<file path="config.mk">
export PLATFORM = sky130hd
export DESIGN_NAME = lz4d_outq
export DESIGN_NICKNAME = d
export VERILOG_FILES = /design/src/rtl/core/lz4d_pkg.sv /design/src/rtl/core/lz4d_outq.sv
export SDC_FILE = /design/constraint.sdc
export NUM_CORES = 1
export LEC_CHECK = 0
export ABC_AREA = 0
export BUFFER_PORTS_ARGS = -buffer_cell sky130_fd_sc_hd__buf_4
export CORE_ASPECT_RATIO = 1.25
export CORE_MARGIN = 4
export CORE_UTILIZATION = 54
export CTS_CLUSTER_DIAMETER = 40
export DETAILED_ROUTE_END_ITERATION = 12
export PLACE_DENSITY = 0.75
export SYNTH_ARGS = -nofsm -noshare
export SYNTH_HDL_FRONTEND = slang
export SYNTH_SLANG_ARGS = --single-unit
</file>
<file path="constraint.sdc">
create_clock -name clk -period 2.2 [get_ports clk]
set_clock_uncertainty 0.05 [all_clocks]
set_input_delay 0.11 -clock clk [delete_from_list [all_inputs] [get_ports clk]]
set_output_delay 0.11 -clock clk [all_outputs]
set_load 0.005 [all_outputs]
</file>
<file path="src/rtl/core/lz4d_pkg.sv">
`default_nettype none
package lz4d_pkg;
    localparam int WindowBytesDefault = 65536;
    localparam logic [23:0] CapacityReset = 24'd65536;

    typedef enum logic [2:0] {
        PH_TOKEN  = 3'd0,
        PH_LITEXT = 3'd1,
        PH_LIT    = 3'd2,
        PH_OFF0   = 3'd3,
        PH_OFF1   = 3'd4,
        PH_MEXT   = 3'd5,
        PH_COPY   = 3'd6
    } phase_t;

    typedef enum logic [2:0] {
        ST_OK       = 3'd0,
        ST_OVERFLOW = 3'd1,
        ST_TRUNC    = 3'd2,
        ST_BADOFF   = 3'd3,
        ST_BUSY     = 3'd4
    } status_t;

    // One command from the parser to the output stage.
    typedef struct packed {
        logic        emit;      // produces a result item
        logic        from_hist; // byte comes from history read
        logic        wr;        // byte goes into history
        logic [15:0] wr_addr;
        logic [7:0]  lit;
        logic        data_valid;
        logic        done;
        status_t     status;
        logic [23:0] total;
    } cmd_t;
endpackage
`default_nettype wire

</file>
<file path="src/rtl/core/lz4d_outq.sv">
`default_nettype none
module lz4d_outq
    import lz4d_pkg::*;
(
    input  wire logic        clk,
    input  wire logic        rst_n,
    input  wire logic        in_valid,
    input  wire cmd_t        cmd_in,
    input  wire logic [7:0]  hist_byte,
    input  wire logic [15:0] rd_addr,
    output logic             hist_we,
    output logic [15:0]      hist_waddr,
    output logic [7:0]       hist_wdata,
    output logic             full,
    input  wire logic        pop,
    output logic             empty,
    output logic             data_valid,
    output logic [7:0]       data_byte,
    output logic             block_done,
    output logic [2:0]       status,
    output logic [23:0]      total_length
);
    // stage 1 waits for the RAM read and writes the byte into history;
    // then a 4-entry queue
    localparam int Depth = 4;
    logic        s1_reg;
    cmd_t        c1_reg;
    cmd_t        q_reg [Depth];
    logic [7:0]  qb_reg [Depth];
    logic [1:0]  rp_reg, wp_reg;
    logic [2:0]  cnt_reg, cnt_next;
    logic        push_q, do_pop;
    logic [7:0]  b1;
    logic        fwd_reg;
    logic [7:0]  fwd_byte_reg;
    logic [7:0]  hist_eff;

    // a read of the address written at the same edge sees the old byte,
    // so that byte is carried over (distance-1 copies)
    assign hist_eff = fwd_reg ? fwd_byte_reg : hist_byte;
    assign b1 = c1_reg.from_hist ? hist_eff : c1_reg.lit;
    assign hist_we = s1_reg && c1_reg.wr;
    assign hist_waddr = c1_reg.wr_addr;
    assign hist_wdata = b1;
    assign push_q = s1_reg;
    assign empty = (cnt_reg == 3'd0);
    assign do_pop = pop && !empty;
    // one slot kept for the item in stage 1 and one for the incoming item
    assign full = (cnt_reg + 3'(s1_reg)) >= 3'(Depth - 1);
    assign cnt_next = cnt_reg + 3'(push_q) - 3'(do_pop);

    always_ff @(posedge clk or negedge rst_n)
    begin
        if (!rst_n)
        begin
            s1_reg  <= 1'b0;
            rp_reg  <= '0;
            wp_reg  <= '0;
            cnt_reg <= '0;
            fwd_reg <= 1'b0;
        end
        else
        begin
            s1_reg  <= in_valid && cmd_in.emit;
            cnt_reg <= cnt_next;
            fwd_reg <= hist_we && (c1_reg.wr_addr == rd_addr);
            if (push_q) wp_reg <= wp_reg + 2'd1;
            if (do_pop) rp_reg <= rp_reg + 2'd1;
        end
    end

    always_ff @(posedge clk)
    begin
        c1_reg <= cmd_in;
        fwd_byte_reg <= b1;
        if (push_q)
        begin
            q_reg[wp_reg]  <= c1_reg;
            qb_reg[wp_reg] <= c1_reg.data_valid ? b1 : 8'd0;
        end
    end

    assign data_valid   = q_reg[rp_reg].data_valid;
    assign data_byte    = qb_reg[rp_reg];
    assign block_done   = q_reg[rp_reg].done;
    assign status       = q_reg[rp_reg].status;
    assign total_length = q_reg[rp_reg].total;
endmodule
`default_nettype wire

</file>
==> out/results.tsv <==
metric	value	unit
status	complete, no violations	
synth.area.top_cells	edfxtp_1 (59%), dfxtp_1 (17%), mux4_2 (11%)	
synth_cell_types	24	
synth_ff_type	edfxtp_1	
dr.pass1.iters	4	
synth_edf_count	148	
dp_hpwl	9100	um
cts_buffers	27	
clk_path_buf_depth	3	
via_per_inst	5.08	
max-cap-violations	0	
fp.dieH	140	um
syn-cell-area	7570	um^2
clkSinkCount	220	
port_buffers	147	
syn_inst	369	
synth_fp_nets	461	
clkTransAtPathRegs	60	ps
synth_commonest_cells	edfxtp_1 (148), dfxtp_1 (63), mux4_2 (37), buf_4 (19), xnor2_1 (19)	
hold_path.class	input port to register	
pre_cts_ws	530	ps
crit_required	2040	ps
worstReg2RegStart	hist_waddr[4]	
path_class	register to primary output	
powerDensity	1170	nW/um^2
clock_latency	500	ps
ios	148	
fin_cells	796	
crit_path_max_incr_delay	540	ps
irDropWorstVdd	0.000807	V
cts_tree	yes	
vias	4045	
slew_headroom	62.4	%
end_kind	primary output	
seq_area	5930	um^2
drtIter0Drc	191	
wire_per_inst	19.5	um
finalInstanceArea	10400	um^2
min_to	rp_reg[1]	
cp_max_fo	20	
timing.rr.end	fwd_reg	
synthArstFlopShare	4.09	%
yosys_warnings	0	
root_buffer	clkbuf_16	
initial_core_util	55.0	%
synth_top_area_cell	edfxtp_1	
setup_viol	0	
timing_hold_violations_final	0	
placed_area	8820	um^2
leakage	3.98	nW
slowest_stage	mux4_2	
clock.fmax	496	MHz
routabilityCongestion	0.749	
groute.usage.overall	20.1	%
antenna_found_initial	2	
crit_chain	buf_12, mux4_2, buf_4	
core_area	13800	um^2
avgSynthCellArea	20.5	um^2
fin_crit_sh	91.7	%
setup_tns	0	ps
period_minus_slack	2020	ps
rsz0062_at_grt	false	
rows	48	
worstPathArrival	1860	ps
htreeDepth	1	
dp_cells	675	
n_fill_cell	759	
grt_pass1_wl	24800	um
crit_path_start_kind	register	
drive_gt1_share	40.1	%
gr-total-overflow	0	
synth_seq_cells	220	
drv_slew	0	
synth_top_cell_area_share	58.7	%
nets	691	
area_growth	38.0	%
reg2reg_depth	5	
grt_pass1_vias	4682	
utilization	75.9	%
largest_register_ff_count	116	
die-width	114	um
timing.reg2reg.setup_slack	370	ps
fin_ws	184	ps
grt_max_degree	29	
worst_pin_slew	563	ps
holdPathStages	4	
die_area	16000	um^2
totalWireLength	15500	um
yosysMostFrequentCell	edfxtp_1	
drt.antenna.violating_nets	0	
drcViolationCount	0	
hp-start	pop	
multi_input_area	1430	um^2
ys_seq_area_share	78.4	%
critical path: cells and delay by family (launching register included):
kind                   cells  cell delay (ps)
buffers and inverters      2              370
flip-flops                 1              430
multiplexers               1              540
repair_timing:
| action | in CTS | in global routing |
|---|---|---|
| endpoints found under the setup margin | 11 | 1 |
| buffers inserted | 2 | 0 |
| endpoints found under the hold margin | 73 | 0 |
| gates resized for setup | 0 | 1 |
| hold buffers | 68 | 0 |
per-stage QoR:
stage / hold slack [ps] / total power [mW]
6_report: 30.5 / 12.2
5_1_grt: 32.8 / 12.7
4_1_cts: 15.3 / 12.3
3_5_place_dp: -106 / 7.79
3_3_place_gp: -105 / 7.69
2_1_floorplan: -236 / 6.52
layer usage:
| metal | track usage (%) | wire length (um) | part of all wire [%] |
|---|---|---|---|
| met5 | 0 | 0 | 0 |
| met4 | 5.32 | 303 | 2.0 |
| met3 | 5.14 | 1050 | 6.7 |
| met2 | 36.7 | 8560 | 55 |
| met1 | 23.5 | 5620 | 36 |
how the worst max path moves through the flow:
stage | startpoint | to | slack [ps] | cells past startpoint
floorplan | wp_reg[0] | q_reg[2][0] | 240 | 3
CTS | push_q | full | 90 | 5
global route | push_q | full | 30 | 5
finish | rp_reg[0] | total_length[23] | 180 | 3
detailed placement | rp_reg[0] | total_length[14] | 530 | 3
global placement | rp_reg[0] | total_length[23] | 530 | 3
logic make-up (layout without fill, tap and decap cells):
kind of cell    after synthesis  after routing  synth area share [%]
simple gates                 32             32                  2.28
buf+inv                      33            283                  2.84
other cells                   0              2                     0
fa+ha+maj                     8              8                  1.32
mux                          45             45                  12.1
flops                       220            220                  78.4
compound gates               10             10                 0.662
xor+xnor                     21             21                  2.43
area by class of cell:
cell class                      instances  share of cell area (%)
Sequential cell                       220                    56.8
Timing Repair Buffer                  228                    18.4
Multi-Input combinational cell        116                    13.7
Clock buffer                           30                    6.67
Tap cell                              175                    2.10
Clock inverter                         19                    2.04
Inverter                                6                   0.216
Antenna cell                            2                  0.0479
power breakdown:
group          internal [mW]  leakage, nW  switching, mW
logic                   1.61         1.56           1.12
clock network           2.68        0.436           1.69
registers               4.85         1.99          0.223
total                   9.14         3.98           3.03
layout by cell type, fill, tap and decap left out, types with 4 or more instances in the layout:
master	instances
buf_4	157
mux2i_1	8
nor2_1	8
dfrtp_1	7
and2_2	4
clkinv_4	4
clkbuf_16	27
dfxtp_1	63
ha_1	8
xnor2_1	18
and2_1	10
mux4_2	37
a21oi_1	8
inv_1	6
dlygate4sd3_1	68
edfxtp_1	148
No activity file was read; power rests on OpenSTA's default activity.
