**src/rtl/core/lz4d_pkg.sv**
```systemverilog
`default_nettype none
package lz4d_pkg;
    localparam int WindowBytesDefault = 65536;
    localparam logic [23:0] CapacityReset = 24'd65536;

    typedef enum logic [2:0] {
        PH_TOKEN  = 3'd0,
        PH_LITEXT = 3'd1,
        PH_LIT    = 3'd2,
        PH_OFF0   = 3'd3,
        PH_OFF1   = 3'd4,
        PH_MEXT   = 3'd5,
        PH_COPY   = 3'd6
    } phase_t;

    typedef enum logic [2:0] {
        ST_OK       = 3'd0,
        ST_OVERFLOW = 3'd1,
        ST_TRUNC    = 3'd2,
        ST_BADOFF   = 3'd3,
        ST_BUSY     = 3'd4
    } status_t;

    // One command from the parser to the output stage.
    typedef struct packed {
        logic        emit;      // produces a result item
        logic        from_hist; // byte comes from history read
        logic        wr;        // byte goes into history
        logic [15:0] wr_addr;
        logic [7:0]  lit;
        logic        data_valid;
        logic        done;
        status_t     status;
        logic [23:0] total;
    } cmd_t;
endpackage
`default_nettype wire

```
**src/rtl/core/lz4d_parser.sv**
```systemverilog
`default_nettype none
module lz4d_parser
    import lz4d_pkg::*;
#(
    parameter int WINDOW_BYTES = WindowBytesDefault
) (
    input  wire logic        clk,
    input  wire logic        rst_n,
    input  wire logic        in_valid,
    input  wire logic        op,
    input  wire logic [7:0]  in_byte,
    input  wire logic        is_last,
    input  wire logic [23:0] capacity,
    output cmd_t             cmd,
    output logic [15:0]      rd_addr
);
    localparam int AW = $clog2(WINDOW_BYTES);

    phase_t      phase_reg, phase_next;
    logic [23:0] lit_reg, lit_next;
    logic [23:0] copy_reg, copy_next;
    logic [3:0]  mnib_reg, mnib_next;
    logic [15:0] dist_reg, dist_next;
    logic [23:0] prod_reg, prod_next;
    logic        end_reg, end_next;

    logic [25:0] want;
    logic        too_big;
    logic [16:0] dist_full;
    logic [AW-1:0] src;
    logic        clear;

    always_ff @(posedge clk or negedge rst_n)
    begin
        if (!rst_n)
        begin
            phase_reg <= PH_TOKEN;
            lit_reg   <= '0;
            copy_reg  <= '0;
            mnib_reg  <= '0;
            dist_reg  <= '0;
            prod_reg  <= '0;
            end_reg   <= 1'b0;
        end
        else
        begin
            phase_reg <= phase_next;
            lit_reg   <= lit_next;
            copy_reg  <= copy_next;
            mnib_reg  <= mnib_next;
            dist_reg  <= dist_next;
            prod_reg  <= prod_next;
            end_reg   <= end_next;
        end
    end

    always_comb
    begin
        phase_next = phase_reg;
        lit_next   = lit_reg;
        copy_next  = copy_reg;
        mnib_next  = mnib_reg;
        dist_next  = dist_reg;
        prod_next  = prod_reg;
        end_next   = end_reg;
        clear      = 1'b0;
        cmd        = '0;
        cmd.status = ST_OK;
        cmd.wr_addr = 16'(prod_reg[AW-1:0]);
        cmd.lit    = in_byte;
        dist_full  = {1'b0, in_byte, dist_reg[7:0]};
        src        = AW'(prod_reg[AW-1:0] - dist_reg[AW-1:0]);
        rd_addr    = 16'(src);
        want       = '0;
        // only one count is checked per byte
        unique case (phase_reg)
            PH_TOKEN:  want = 26'(in_byte[7:4]);
            PH_LITEXT: want = 26'(lit_reg) + 26'(in_byte);
            PH_OFF1:   want = 26'(mnib_reg) + 26'd4;
            PH_MEXT:   want = 26'(copy_reg) + 26'(in_byte);
            default:   want = '0;
        endcase
        too_big = (26'(prod_reg) + want) > 26'(capacity);

        if (in_valid && op)
        begin
            if (phase_reg == PH_COPY && copy_reg != 0)
            begin
                cmd.emit = 1'b1;
                cmd.from_hist = 1'b1;
                cmd.wr = 1'b1;
                cmd.data_valid = 1'b1;
                prod_next = prod_reg + 24'd1;
                copy_next = copy_reg - 24'd1;
                if (copy_reg == 24'd1)
                begin
                    phase_next = PH_TOKEN;
                    if (end_reg)
                    begin
                        cmd.done  = 1'b1;
                        cmd.total = prod_reg + 24'd1;
                        clear = 1'b1;
                    end
                end
            end
        end
        else if (in_valid)
        begin
            unique case (phase_reg)
                PH_COPY:
                begin
                    cmd.emit = 1'b1;
                    cmd.status = ST_BUSY;
                end
                PH_TOKEN:
                begin
                    mnib_next = in_byte[3:0];
                    if (too_big)
                    begin
                        cmd.emit = 1'b1; cmd.done = 1'b1; cmd.status = ST_OVERFLOW;
                        clear = 1'b1;
                    end
                    else
                    begin
                        lit_next = 24'(in_byte[7:4]);
                        if (in_byte[7:4] == 4'hF)       phase_next = PH_LITEXT;
                        else if (in_byte[7:4] == 4'h0)  phase_next = PH_OFF0;
                        else                            phase_next = PH_LIT;
                        if (is_last)
                        begin
                            cmd.emit = 1'b1; cmd.done = 1'b1; clear = 1'b1;
                            cmd.status = (in_byte[7:4] == 4'h0) ? ST_OK : ST_TRUNC;
                            cmd.total = (in_byte[7:4] == 4'h0) ? prod_reg : '0;
                        end
                    end
                end
                PH_LITEXT:
                begin
                    if (too_big)
                    begin
                        cmd.emit = 1'b1; cmd.done = 1'b1; cmd.status = ST_OVERFLOW;
                        clear = 1'b1;
                    end
                    else
                    begin
                        lit_next = want[23:0];
                        if (in_byte != 8'hFF) phase_next = PH_LIT;
                        if (is_last)
                        begin
                            cmd.emit = 1'b1; cmd.done = 1'b1; cmd.status = ST_TRUNC;
                            clear = 1'b1;
                        end
                    end
                end
                PH_LIT:
                begin
                    if (is_last && lit_reg > 24'd1)
                    begin
                        cmd.emit = 1'b1; cmd.done = 1'b1; cmd.status = ST_TRUNC;
                        clear = 1'b1;
                    end
                    else
                    begin
                        cmd.emit = 1'b1; cmd.wr = 1'b1; cmd.data_valid = 1'b1;
                        prod_next = prod_reg + 24'd1;
                        if (lit_reg != 0) lit_next = lit_reg - 24'd1;
                        if (lit_reg <= 24'd1)
                        begin
                            phase_next = PH_OFF0;
                            if (is_last)
                            begin
                                cmd.done = 1'b1;
                                cmd.total = prod_reg + 24'd1;
                                clear = 1'b1;
                            end
                        end
                    end
                end
                PH_OFF0:
                begin
                    dist_next = 16'(in_byte);
                    phase_next = PH_OFF1;
                    if (is_last)
                    begin
                        cmd.emit = 1'b1; cmd.done = 1'b1; cmd.status = ST_TRUNC;
                        clear = 1'b1;
                    end
                end
                PH_OFF1:
                begin
                    dist_next = dist_full[15:0];
                    if (dist_full == 0 || 24'(dist_full) > prod_reg
                        || dist_full > 17'(WINDOW_BYTES))
                    begin
                        cmd.emit = 1'b1; cmd.done = 1'b1; cmd.status = ST_BADOFF;
                        clear = 1'b1;
                    end
                    else if (too_big)
                    begin
                        cmd.emit = 1'b1; cmd.done = 1'b1; cmd.status = ST_OVERFLOW;
                        clear = 1'b1;
                    end
                    else
                    begin
                        copy_next = want[23:0];
                        if (mnib_reg == 4'hF)
                        begin
                            phase_next = PH_MEXT;
                            if (is_last)
                            begin
                                cmd.emit = 1'b1; cmd.done = 1'b1; cmd.status = ST_TRUNC;
                                clear = 1'b1;
                            end
                        end
                        else
                        begin
                            phase_next = PH_COPY;
                            end_next = is_last;
                        end
                    end
                end
                PH_MEXT:
                begin
                    if (too_big)
                    begin
                        cmd.emit = 1'b1; cmd.done = 1'b1; cmd.status = ST_OVERFLOW;
                        clear = 1'b1;
                    end
                    else
                    begin
                        copy_next = want[23:0];
                        if (in_byte == 8'hFF)
                        begin
                            if (is_last)
                            begin
                                cmd.emit = 1'b1; cmd.done = 1'b1; cmd.status = ST_TRUNC;
                                clear = 1'b1;
                            end
                        end
                        else
                        begin
                            phase_next = PH_COPY;
                            end_next = is_last;
                        end
                    end
                end
                default: clear = 1'b1;
            endcase
        end
        if (clear)
        begin
            phase_next = PH_TOKEN;
            lit_next = '0; copy_next = '0; mnib_next = '0;
            dist_next = '0; prod_next = '0; end_next = 1'b0;
        end
    end
endmodule
`default_nettype wire

```
**config.mk**
```make
export PLATFORM = sky130hd
export DESIGN_NAME = lz4d_parser
export DESIGN_NICKNAME = d
export VERILOG_FILES = /design/src/rtl/core/lz4d_pkg.sv /design/src/rtl/core/lz4d_parser.sv
export SDC_FILE = /design/constraint.sdc
export NUM_CORES = 1
export LEC_CHECK = 0
export BUFFER_PORTS_ARGS = -buffer_cell sky130_fd_sc_hd__buf_2
export CELL_PAD_IN_SITES_DETAIL_PLACEMENT = 1
export CELL_PAD_IN_SITES_GLOBAL_PLACEMENT = 1
export CORE_ASPECT_RATIO = 0.75
export CORE_MARGIN = 2
export CORE_UTILIZATION = 41
export DETAILED_ROUTE_END_ITERATION = 6
export HOLD_SLACK_MARGIN = 0.03
export PLACE_DENSITY_LB_ADDON = 0.25
export SLEW_MARGIN = 40
export SYNTH_ARGS = -nofsm -noshare
export SYNTH_HDL_FRONTEND = slang
export SYNTH_SLANG_ARGS = --single-unit
```
**constraint.sdc**
```tcl
create_clock -name clk -period 8.29 [get_ports clk]
set_input_delay 0.829 -clock clk [delete_from_list [all_inputs] [get_ports clk]]
set_output_delay 0.829 -clock clk [all_outputs]
set_load 0.03 [all_outputs]
```
==> flow_metrics.py, run 1 <==
metrics = {
    "worst_setup_path": {
        "cp-end-kind": "primary output",
        "r2r_start": "phase_reg[0]$_DFFE_PN0P_",
        "r2r_slack_ns": 0.69,
        "crit_slowest_cell": "or4b_4",
        "crit_top_cell": "a21oi_2",
        "startpoint_type": "register",
        "r2r_cells": 40,
        "crit_start": "phase_reg[0]$_DFFE_PN0P_",
        "crit_family": "compound AO/OA/AOI/OAI gates",
        "cp_num_buf_inv": 6,
        "worstPathRequired_ns": 7.46,
        "r2r-end": "prod_reg[8]$_DFFE_PN0P_",
        "cp_max_fo": 23,
        "cpPeakStageDelay_ns": 0.55,
        "crit_type": "reg2out",
        "worstPathArrival_ns": 7.25,
    },
    "placement": {
        "port_buffers": 108,
        "place_area_mm2": 0.0119,
        "place_congestion": 0.927,
        "dp_hpwl_um": 33800,
    },
    "routing": {
        "drcViolationCount": 0,
        "ant_nets": 0,
        "routedWlPerCell_um": 23.6,
        "num_vias": 12200,
        "drtIter0Drc": 1151,
        "wl_um": 45100,
        "drt_first_pass_iters": 5,
        "vias_per_cell": 6.36,
    },
    "cells_and_area": {
        "area_delta_synth_final_pct": 15.5,
        "nNetsFinal": 1700,
        "num_antenna_cells": 0,
        "postLayoutCellArea_mm2": 0.0127,
        "nFillCells": 3277,
        "drive_gt1_share_pct": 18.1,
    },
    "clocking": {
        "clk_latency_ns": 0.37,
        "htreeDepth": 3,
        "cts-root-buf": "clkbuf_16",
        "cts_hold_buf": 0,
        "tritoncts": "built",
        "cts.path.max_buffers": 2,
        "clkTransAtPathRegs_ns": 0.07,
        "clock-sinks": 96,
        "cts_buffers": 9,
    },
    "floorplanning": {
        "fp.dieH_um": 146,
        "core-area_mm2": 0.0261,
        "die_w_um": 193,
        "initial_core_util_pct": 42.0,
        "pin_count": 109,
        "fp-row-count": 51,
        "dieArea_mm2": 0.0281,
    },
    "sta": {
        "timing.fmax_ghz": 0.124,
        "tightest_slew_ns": 0.885,
        "fin_crit_ns": 8.08,
        "skew_ns": 0.0148,
        "slew_violations": 0,
        "setup_viol": 0,
        "hold_viol_final": 0,
        "relSlewSlack_pct": 40.6,
        "fin_crit_sh_pct": 97.5,
    },
    "logic_synthesis": {
        "synthTopCellsByArea": "dfrtp_1 (22%), ha_1 (11%), o21ai_0 (7.1%)",
        "synth_xor_area_share_pct": 4.71,
        "avgSynthCellArea_um2": 7.41,
        "synth-edff-count": 0,
        "yosysTopAreaCellShare_pct": 21.9,
        "synth_cell_types": 88,
        "ys_seq_area_share_pct": 21.9,
        "async_flop_share_pct": 100,
        "synth_ff_type": "dfrtp_1",
        "postSynthNetCount": 1618,
        "ys_warn_count": 0,
        "synth-adder-area-share_pct": 11.7,
        "synth_top_area_cell": "dfrtp_1",
        "synth_compound_area_share_pct": 28.5,
        "yosys_register_bits": 96,
        "synth_top_family_by_area": "compound AO/OA/AOI/OAI gates",
        "muxShareOfSynthArea_pct": 1.91,
        "postSynthCellCount": 1480,
        "synth-simple-area-share_pct": 23.0,
        "syn_area_mm2": 0.0110,
    },
    "global_route": {
        "grt_max_degree": 51,
        "grt_usage_pct": 31.4,
        "antenna_found_initial": 0,
        "overflow": 0,
        "grt_pass1_wl_um": 68800,
        "grt_pass1_vias": 12000,
    },
    "outcome": {
        "status": "completed",
    },
    "pwr": {
        "p_total_mw": 5.27,
        "p_leak_nw": 5.78,
        "power_density_mw_per_mm2": 416,
        "peakVddDrop_mv": 0.512,
    },
    "worst_hold_path": {
        "hp-class": "in2async",
    },
    "flow_run": {
        "max_cap_violations": 0,
    },
}
## how the worst max path moves through the flow
stage / to / cells past startpoint
5_1_grt: cmd[20] / 39
6_report: cmd[10] / 39
2_1_floorplan: cmd[1] / 42
3_3_place_gp: cmd[23] / 37
3_5_place_dp: cmd[20] / 37
4_1_cts: cmd[20] / 39
## repair_timing
action / 4_1_cts / 5_1_grt
setup buffers: 0 / 10
pin swaps: 1 / 21
hold endpoints to repair: 0 / 0
endpoints found under the setup margin: 28 / 55
gates resized for setup: 16 / 62
## cells in the mapped netlist, types with 40 or more instances
| master | n |
|---|---|
| a21oi_1 | 89 |
| clkbuf_1 | 61 |
| dfrtp_1 | 96 |
| ha_1 | 98 |
| inv_1 | 92 |
| nand2_1 | 119 |
| nand3_1 | 50 |
| nor2_1 | 150 |
| nor3_1 | 56 |
| o21ai_0 | 155 |
| o31ai_1 | 46 |
| xnor2_1 | 40 |
## logic make-up (layout without fill, tap and decap cells)
| group | after synthesis | after routing |
|---|---|---|
| compound gates | 478 | 478 |
| flops | 96 | 96 |
| fa+ha+maj | 101 | 101 |
| buf+inv | 204 | 291 |
| simple gates | 522 | 522 |
| xor+xnor | 59 | 59 |
| mux | 20 | 20 |
## final cells by class
cell class / count / area, µm² / area share (%)
sequential: 96 / 2400 / 19.0
inverter: 93 / 349 / 2.76
clock inverter: 7 / 124 / 0.979
clock buffer: 9 / 225 / 1.78
tap: 344 / 430 / 3.40
multi-input combinational: 1180 / 7980 / 63.1
timing repair buffer: 182 / 1140 / 9.02
## metrics by stage
step	util, %	setup WS (ns)	cells	TNS, ns	hold WS (ns)
finish	48.5	0.209	1911	0	0.488
global route	48.5	-0.149	1911	-3.16	0.523
CTS	47.1	0.00434	1901	0	0.511
detailed placement	45.6	-0.0867	1885	-0.764	0.486
global placement	45.5	0.186	1885	0	0.483
floorplan	-	-0.0980	1480	-0.192	0.466
## layout by cell type (no fill, tap or decap), drive strengths merged, types with 9 or more instances in the layout
master	Yosys	routed
buf	48	182
o21ai	161	161
nor2	151	151
nand2	119	119
ha	98	98
dfrtp	96	96
inv	92	95
a21oi	91	91
nor3	58	58
nand3	50	50
o31ai	48	48
xnor2	40	40
a21o	26	26
and3	22	22
nor4	20	20
xor2	19	19
nand2b	19	19
nand4	17	17
mux2i	16	16
a22o	16	16
a31oi	15	15
o22ai	15	15
a211oi	15	15
or3	13	13
nor2b	13	13
o2bb2ai	12	12
o21a	12	12
and2	12	12
nor3b	10	10
o21bai	9	9
clkbuf	63	9
a22oi	9	9
## where the power goes
part           total (mW)  internal [mW]  switching [mW]
Combinational        3.77           1.36            2.41
Sequential          0.982          0.630           0.352
Clock               0.516          0.299           0.217
## per-layer routing
| metal | routed length [µm] | up-vias | share of wire, % | track usage (%) |
|---|---|---|---|---|
| met4 | 1010 | 0 | 2.2 | 9.39 |
| met1 | 20200 | 6050 | 45 | 45.0 |
| li1 | - | 5489 | - | - |
| met3 | 3800 | 82 | 8.4 | 5.38 |
| met2 | 20000 | 534 | 44 | 48.0 |
| met5 | 0 | - | 0 | 0 |
No activity file was read; power rests on OpenSTA's default activity.
==> run 2: changes to the inputs <==
--- a/config.mk
+++ b/config.mk
@@ -10,7 +10,7 @@
 export CELL_PAD_IN_SITES_GLOBAL_PLACEMENT = 1
 export CORE_ASPECT_RATIO = 0.75
 export CORE_MARGIN = 2
-export CORE_UTILIZATION = 41
+export CORE_UTILIZATION = 36
 export DETAILED_ROUTE_END_ITERATION = 6
 export HOLD_SLACK_MARGIN = 0.03
 export PLACE_DENSITY_LB_ADDON = 0.25
==> run 2 against run 1 <==
Compared with the run above:
- register-to-register slack gained 0.07 ns
- largest power group unchanged
- worst hold slack got worse by 0.050 ns
- critical path depth shrank 2
- die area up 14%
- maximum frequency is 0.93% higher
- first-iteration DRC count is 4.2% lower
- clock skew down 0.0013 ns
- power barely moved
- utilization down 5.6 points
- non-clock buffer count rose by 10
==> flow_metrics.py, run 2 (synthesis results as in run 1) <==
metrics = {
    "sta": {
        "tightest_slew_ns": 0.896,
        "slew_violations": 0,
        "setup_slack_ns": 0.283,
        "fin_setup_tns_ns": 0,
        "setup_viol": 0,
        "relSlewSlack_pct": 40.3,
        "fin_crit_ns": 8.01,
        "skew_ns": 0.0135,
        "timing.fmax_ghz": 0.125,
        "fin_crit_sh_pct": 96.6,
        "hold_viol_final": 0,
        "hold_ws_ns": 0.438,
    },
    "global_route": {
        "antenna_found_initial": 1,
        "grt_pass1_vias": 12000,
        "overflow": 0,
        "grt_max_degree": 62,
        "grt_pass1_wl_um": 70200,
        "grt_usage_pct": 28.6,
    },
    "floorplanning": {
        "fp.dieH_um": 155,
        "dieArea_mm2": 0.0319,
        "initial_core_util_pct": 36.4,
        "core-area_mm2": 0.0301,
        "die_w_um": 205,
        "fp-row-count": 55,
        "pin_count": 109,
    },
    "placement": {
        "dp_hpwl_um": 34700,
        "place_area_mm2": 0.0120,
        "place_congestion": 0.912,
        "port_buffers": 108,
        "place_ws_ns": 0.0138,
        "post-place-cells": 1938,
    },
    "clocking": {
        "clkTransAtPathRegs_ns": 0.07,
        "htreeDepth": 3,
        "tritoncts": "built",
        "clock-sinks": 96,
        "cts_buffers": 9,
        "cts-root-buf": "clkbuf_16",
        "cts_hold_buf": 0,
        "cts.path.max_buffers": 2,
        "clk_latency_ns": 0.38,
    },
    "pwr": {
        "p_total_mw": 5.27,
        "power_density_mw_per_mm2": 408,
        "peakVddDrop_mv": 0.379,
        "p_leak_nw": 5.83,
    },
    "worst_setup_path": {
        "crit_slowest_cell": "ha_2",
        "cp_max_fo": 24,
        "crit_top_cell": "a21oi_2",
        "cp-end-kind": "primary output",
        "cpPeakStageDelay_ns": 0.42,
        "worstPathRequired_ns": 7.46,
        "cp_num_buf_inv": 5,
        "startpoint_type": "register",
        "crit_type": "reg2out",
        "crit_family": "compound AO/OA/AOI/OAI gates",
        "worstPathArrival_ns": 7.18,
    },
    "routing": {
        "wl_um": 46200,
        "num_vias": 12100,
        "ant_nets": 0,
        "drtIter0Drc": 1103,
        "vias_per_cell": 6.11,
        "drcViolationCount": 0,
        "routedWlPerCell_um": 23.4,
        "drt_first_pass_iters": 5,
    },
    "cells_and_area": {
        "postLayoutCellArea_mm2": 0.0129,
        "final_core_util_pct": 42.9,
        "layout_common_cells": "o21ai_0 (146), nor2_1 (143), nand2_1 (115)",
        "nNetsFinal": 1710,
        "drive_gt1_share_pct": 19.5,
        "area_delta_synth_final_pct": 17.7,
        "mostFrequentLayoutCell": "o21ai_0",
        "final_cells": 1977,
    },
    "outcome": {
        "status": "completed",
    },
    "worst_hold_path": {
        "hp-class": "in2async",
    },
    "flow_run": {
        "max_cap_violations": 0,
    },
}
run 2: changes by cell type in the layout (fill, tap and decap cells not counted), sizes merged:
cell / change
inv: -2
clkinv: +4
buf: +8
clkinvlp: -1
diode: +1
clkbuf: +4
bufinv: -3
run 2: repair_timing:
item	in CTS	in global routing
cloned	0	2
pin swaps	3	26
setup endpoints to repair	28	70
gates resized for setup	19	80
setup buffers	5	15
run 2: worst register-to-register path, delay by kind of cell (launching register included):
family                   cells  cell delay [ns]
adder cells (fa/ha/maj)      3             1.06
flip-flops                   1             0.40
AND/OR/NAND/NOR             11             2.01
XOR/XNOR                     2             0.32
buffers and inverters        6             0.89
AO/OA/AOI/OAI               15             2.72
run 2: where the power goes:
part | internal, mW | total [mW] | switching [mW] | leakage (nW)
registers | 0.629 | 1.00 | 0.371 | 1.28
logic | 1.39 | 3.82 | 2.43 | 4.40
clock network | 0.223 | 0.441 | 0.218 | 0.146
run 2: area by class of cell:
class	instances	area [µm²]
Timing Repair Buffer	192	1270
Fill cell	3739	17200
Antenna cell	1	2.50
Clock inverter	5	40.0
Inverter	93	349
Tap cell	399	499
Multi-Input combinational cell	1180	8080
Clock buffer	11	253
Sequential cell	96	2400
run 2: final timing paths:
path                                                from                        to  slack, ns  cells after the start
worst max-delay path            phase_reg[1]$_DFFE_PN0P_                   cmd[19]       0.28                     37
worst min-delay path                               rst_n  copy_reg[19]$_DFFE_PN0P_       0.44                      1
worst max register to register  phase_reg[1]$_DFFE_PN0P_   mnib_reg[3]$_DFFE_PN0P_       0.76                     37
worst min register to register  dist_reg[14]$_DFFE_PN0P_  dist_reg[14]$_DFFE_PN0P_       0.51                      1
max in group asynchronous                          rst_n   dist_reg[2]$_DFFE_PN0P_       6.80                      2
min in group clk                dist_reg[14]$_DFFE_PN0P_  dist_reg[14]$_DFFE_PN0P_       0.51                      1
run 2: metal layers:
layer | part of all wire [%] | global-route usage (%)
met1 | 45 | 40.5
met2 | 44 | 43.3
met3 | 8.8 | 6.14
met4 | 2.3 | 8.80
met5 | 0 | 0
==> run 3: changes to the inputs <==
--- a/config.mk
+++ b/config.mk
@@ -5,6 +5,7 @@
 export SDC_FILE = /design/constraint.sdc
 export NUM_CORES = 1
 export LEC_CHECK = 0
+export ABC_AREA = 1
 export BUFFER_PORTS_ARGS = -buffer_cell sky130_fd_sc_hd__buf_2
 export CELL_PAD_IN_SITES_DETAIL_PLACEMENT = 1
 export CELL_PAD_IN_SITES_GLOBAL_PLACEMENT = 1
@@ -12,7 +13,7 @@
 export CORE_MARGIN = 2
 export CORE_UTILIZATION = 36
 export DETAILED_ROUTE_END_ITERATION = 6
-export HOLD_SLACK_MARGIN = 0.03
+export HOLD_SLACK_MARGIN = 0.15
 export PLACE_DENSITY_LB_ADDON = 0.25
 export SLEW_MARGIN = 40
 export SYNTH_ARGS = -nofsm -noshare
==> run 3 against run 2 <==
Compared with the run above:
- via count is 0.25% higher
- area after synthesis is 0.67% higher
- combinational power shrank 5.2%
- sequential share of layout area rose by 0.82 points
- worst hold slack lost 0.026 ns
- synthesized cell count increased by 17%
- critical path depth is 3 higher
- final area decreased by 4.1%
==> flow_metrics.py, run 3 <==
metrics = {
    "clocking": {
        "htreeDepth": 3,
        "clkTransAtPathRegs_ns": 0.08,
        "cts_hold_buf": 0,
        "cts_buffers": 9,
        "tritoncts": "built",
        "clk_latency_ns": 0.38,
        "cts-root-buf": "clkbuf_16",
        "cts.path.max_buffers": 2,
        "clock-sinks": 96,
    },
    "worst_setup_path": {
        "crit_type": "reg2out",
        "cp-end-kind": "primary output",
        "r2r_start": "phase_reg[1]$_DFFE_PN0P_",
        "cp_num_buf_inv": 8,
        "cp_max_fo": 20,
        "startpoint_type": "register",
        "crit_start": "phase_reg[1]$_DFFE_PN0P_",
        "cpPeakStageDelay_ns": 0.48,
        "crit_family": "simple AND/OR/NAND/NOR gates",
        "crit_top_cell": "nand2_1",
        "worstPathRequired_ns": 7.46,
        "crit_slowest_cell": "dfrtp_2",
        "worstPathArrival_ns": 6.98,
    },
    "sta": {
        "skew_ns": 0.00936,
        "tightest_slew_ns": 0.826,
        "slew_violations": 0,
        "fin_setup_tns_ns": 0,
        "fin_crit_ns": 7.81,
        "timing.fmax_ghz": 0.128,
        "hold_viol_final": 0,
        "setup_slack_ns": 0.484,
        "setup_viol": 0,
        "hold_ws_ns": 0.413,
        "relSlewSlack_pct": 44.7,
        "fin_crit_sh_pct": 94.2,
    },
    "global_route": {
        "antenna_found_initial": 1,
        "grt_usage_pct": 27.6,
        "grt_pass1_vias": 11800,
        "grt_pass1_wl_um": 68000,
        "grt_max_degree": 65,
        "overflow": 0,
    },
    "cells_and_area": {
        "final_cells": 2213,
        "nNetsFinal": 1948,
        "num_antenna_cells": 0,
        "final_core_util_pct": 41.0,
        "area_delta_synth_final_pct": 12.0,
        "nFillCells": 4036,
        "postLayoutCellArea_mm2": 0.0124,
        "drive_gt1_share_pct": 11.7,
        "layout_common_cells": "nand2_1 (401), inv_1 (238), nor2_1 (165)",
        "mostFrequentLayoutCell": "nand2_1",
    },
    "floorplanning": {
        "dieArea_mm2": 0.0321,
        "fp-row-count": 55,
        "core-area_mm2": 0.0301,
        "die_w_um": 206,
        "pin_count": 109,
        "initial_core_util_pct": 36.6,
        "fp.dieH_um": 156,
    },
    "placement": {
        "port_buffers": 108,
        "post-place-cells": 2186,
        "dp_hpwl_um": 34900,
        "place_congestion": 0.923,
        "place_ws_ns": 0.0365,
        "place_area_mm2": 0.0118,
    },
    "logic_synthesis": {
        "synth_ff_type": "dfrtp_1",
        "synth-edff-count": 0,
        "avgSynthCellArea_um2": 6.39,
        "synth_commonest_cells": "nand2_1 (405), inv_1 (241), nor2_1 (172), o21ai_0 (130), ha_1 (98)",
        "syn_area_mm2": 0.0110,
        "ys_seq_area_share_pct": 21.8,
        "postSynthCellCount": 1728,
        "ys_warn_count": 0,
        "yosysTopAreaCellShare_pct": 21.8,
        "synthTopCellsByArea": "dfrtp_1 (22%), nand2_1 (14%), ha_1 (11%)",
        "postSynthNetCount": 1866,
        "synth_cell_types": 50,
        "synth_top_area_cell": "dfrtp_1",
        "yosys_register_bits": 96,
        "async_flop_share_pct": 100,
        "synth_compound_area_share_pct": 19.1,
        "muxShareOfSynthArea_pct": 0,
        "synth-adder-area-share_pct": 11.7,
        "synth-simple-area-share_pct": 28.6,
        "synth_top_family_by_area": "simple AND/OR/NAND/NOR gates",
        "synth_xor_area_share_pct": 6.11,
        "yosysMostFrequentCell": "nand2_1",
    },
    "routing": {
        "drt_first_pass_iters": 5,
        "drcViolationCount": 0,
        "wl_um": 44300,
        "vias_per_cell": 5.47,
        "routedWlPerCell_um": 20.0,
        "num_vias": 12100,
        "drtIter0Drc": 1023,
        "ant_nets": 0,
    },
    "pwr": {
        "peakVddDrop_mv": 0.553,
        "p_total_mw": 5.04,
        "power_density_mw_per_mm2": 407,
        "p_leak_nw": 6.15,
    },
    "worst_hold_path": {
        "hp-class": "in2async",
    },
    "outcome": {
        "status": "completed",
    },
    "flow_run": {
        "max_cap_violations": 0,
    },
}
==> run 3: cell count changes in the layout (fill, tap and decap cells not counted), sizes merged, moves of 30 or more <==
cell,before,now
nand2,119,408
o31ai,48,4
buf,190,144
inv,93,244
o21ai,161,202
xor2,19,65
nor3,58,28
==> run 3: final cells by class <==
| type | count | area [µm²] | share of cell area, % |
|---|---|---|---|
| clock inverters | 5 | 56.3 | 0.455 |
| repair inverters | 1 | 7.51 | 0.0607 |
| multi-input cells | 1309 | 7350 | 59.4 |
| flip-flops and latches | 96 | 2400 | 19.4 |
| repair buffers | 145 | 877 | 7.09 |
| well taps | 399 | 499 | 4.04 |
| inverters | 248 | 935 | 7.56 |
| clock buffers | 10 | 239 | 1.93 |
==> run 3: logic make-up (layout without fill, tap and decap cells) <==
logic type,count (synthesis),after routing
buffers and inverters,323,409
AO/OA/AOI/OAI,379,379
AND/OR/NAND/NOR,752,752
XOR/XNOR,77,77
flip-flops,96,96
adder cells (fa/ha/maj),101,101
==> run 3: layer usage <==
layer	track usage, %	wire length (µm)	vias to the layer above
met5	0	0	-
met2	41.0	18600	359
met3	4.93	2600	38
met1	41.3	22300	5871
li1	-	-	5841
met4	6.33	872	0
==> run 3: timing repair <==
action                                  CTS  global route
endpoints found under the setup margin   24            96
gates cloned                              1             1
buffers inserted                          3             7
resized for setup                         6            47
pin swaps                                 0             8
==> run 3: final timing paths <==
check	to	slack [ns]	depth (start not counted)
setup / recovery	cmd[14]	0.48	40
hold / removal	copy_reg[14]$_DFFE_PN0P_	0.41	1
hold reg to reg	mnib_reg[3]$_DFFE_PN0P_	0.50	2
min in group clk	mnib_reg[3]$_DFFE_PN0P_	0.50	2
max in group asynchronous	lit_reg[2]$_DFFE_PN0P_	6.80	2
setup reg to reg	lit_reg[13]$_DFFE_PN0P_	0.79	41
==> run 3: where the power goes <==
part	switching [mW]	internal, mW	leakage (nW)
clock	0.213	0.241	0.145
sequential	0.319	0.646	1.29
combinational	2.49	1.13	4.72
total	3.02	2.02	6.15
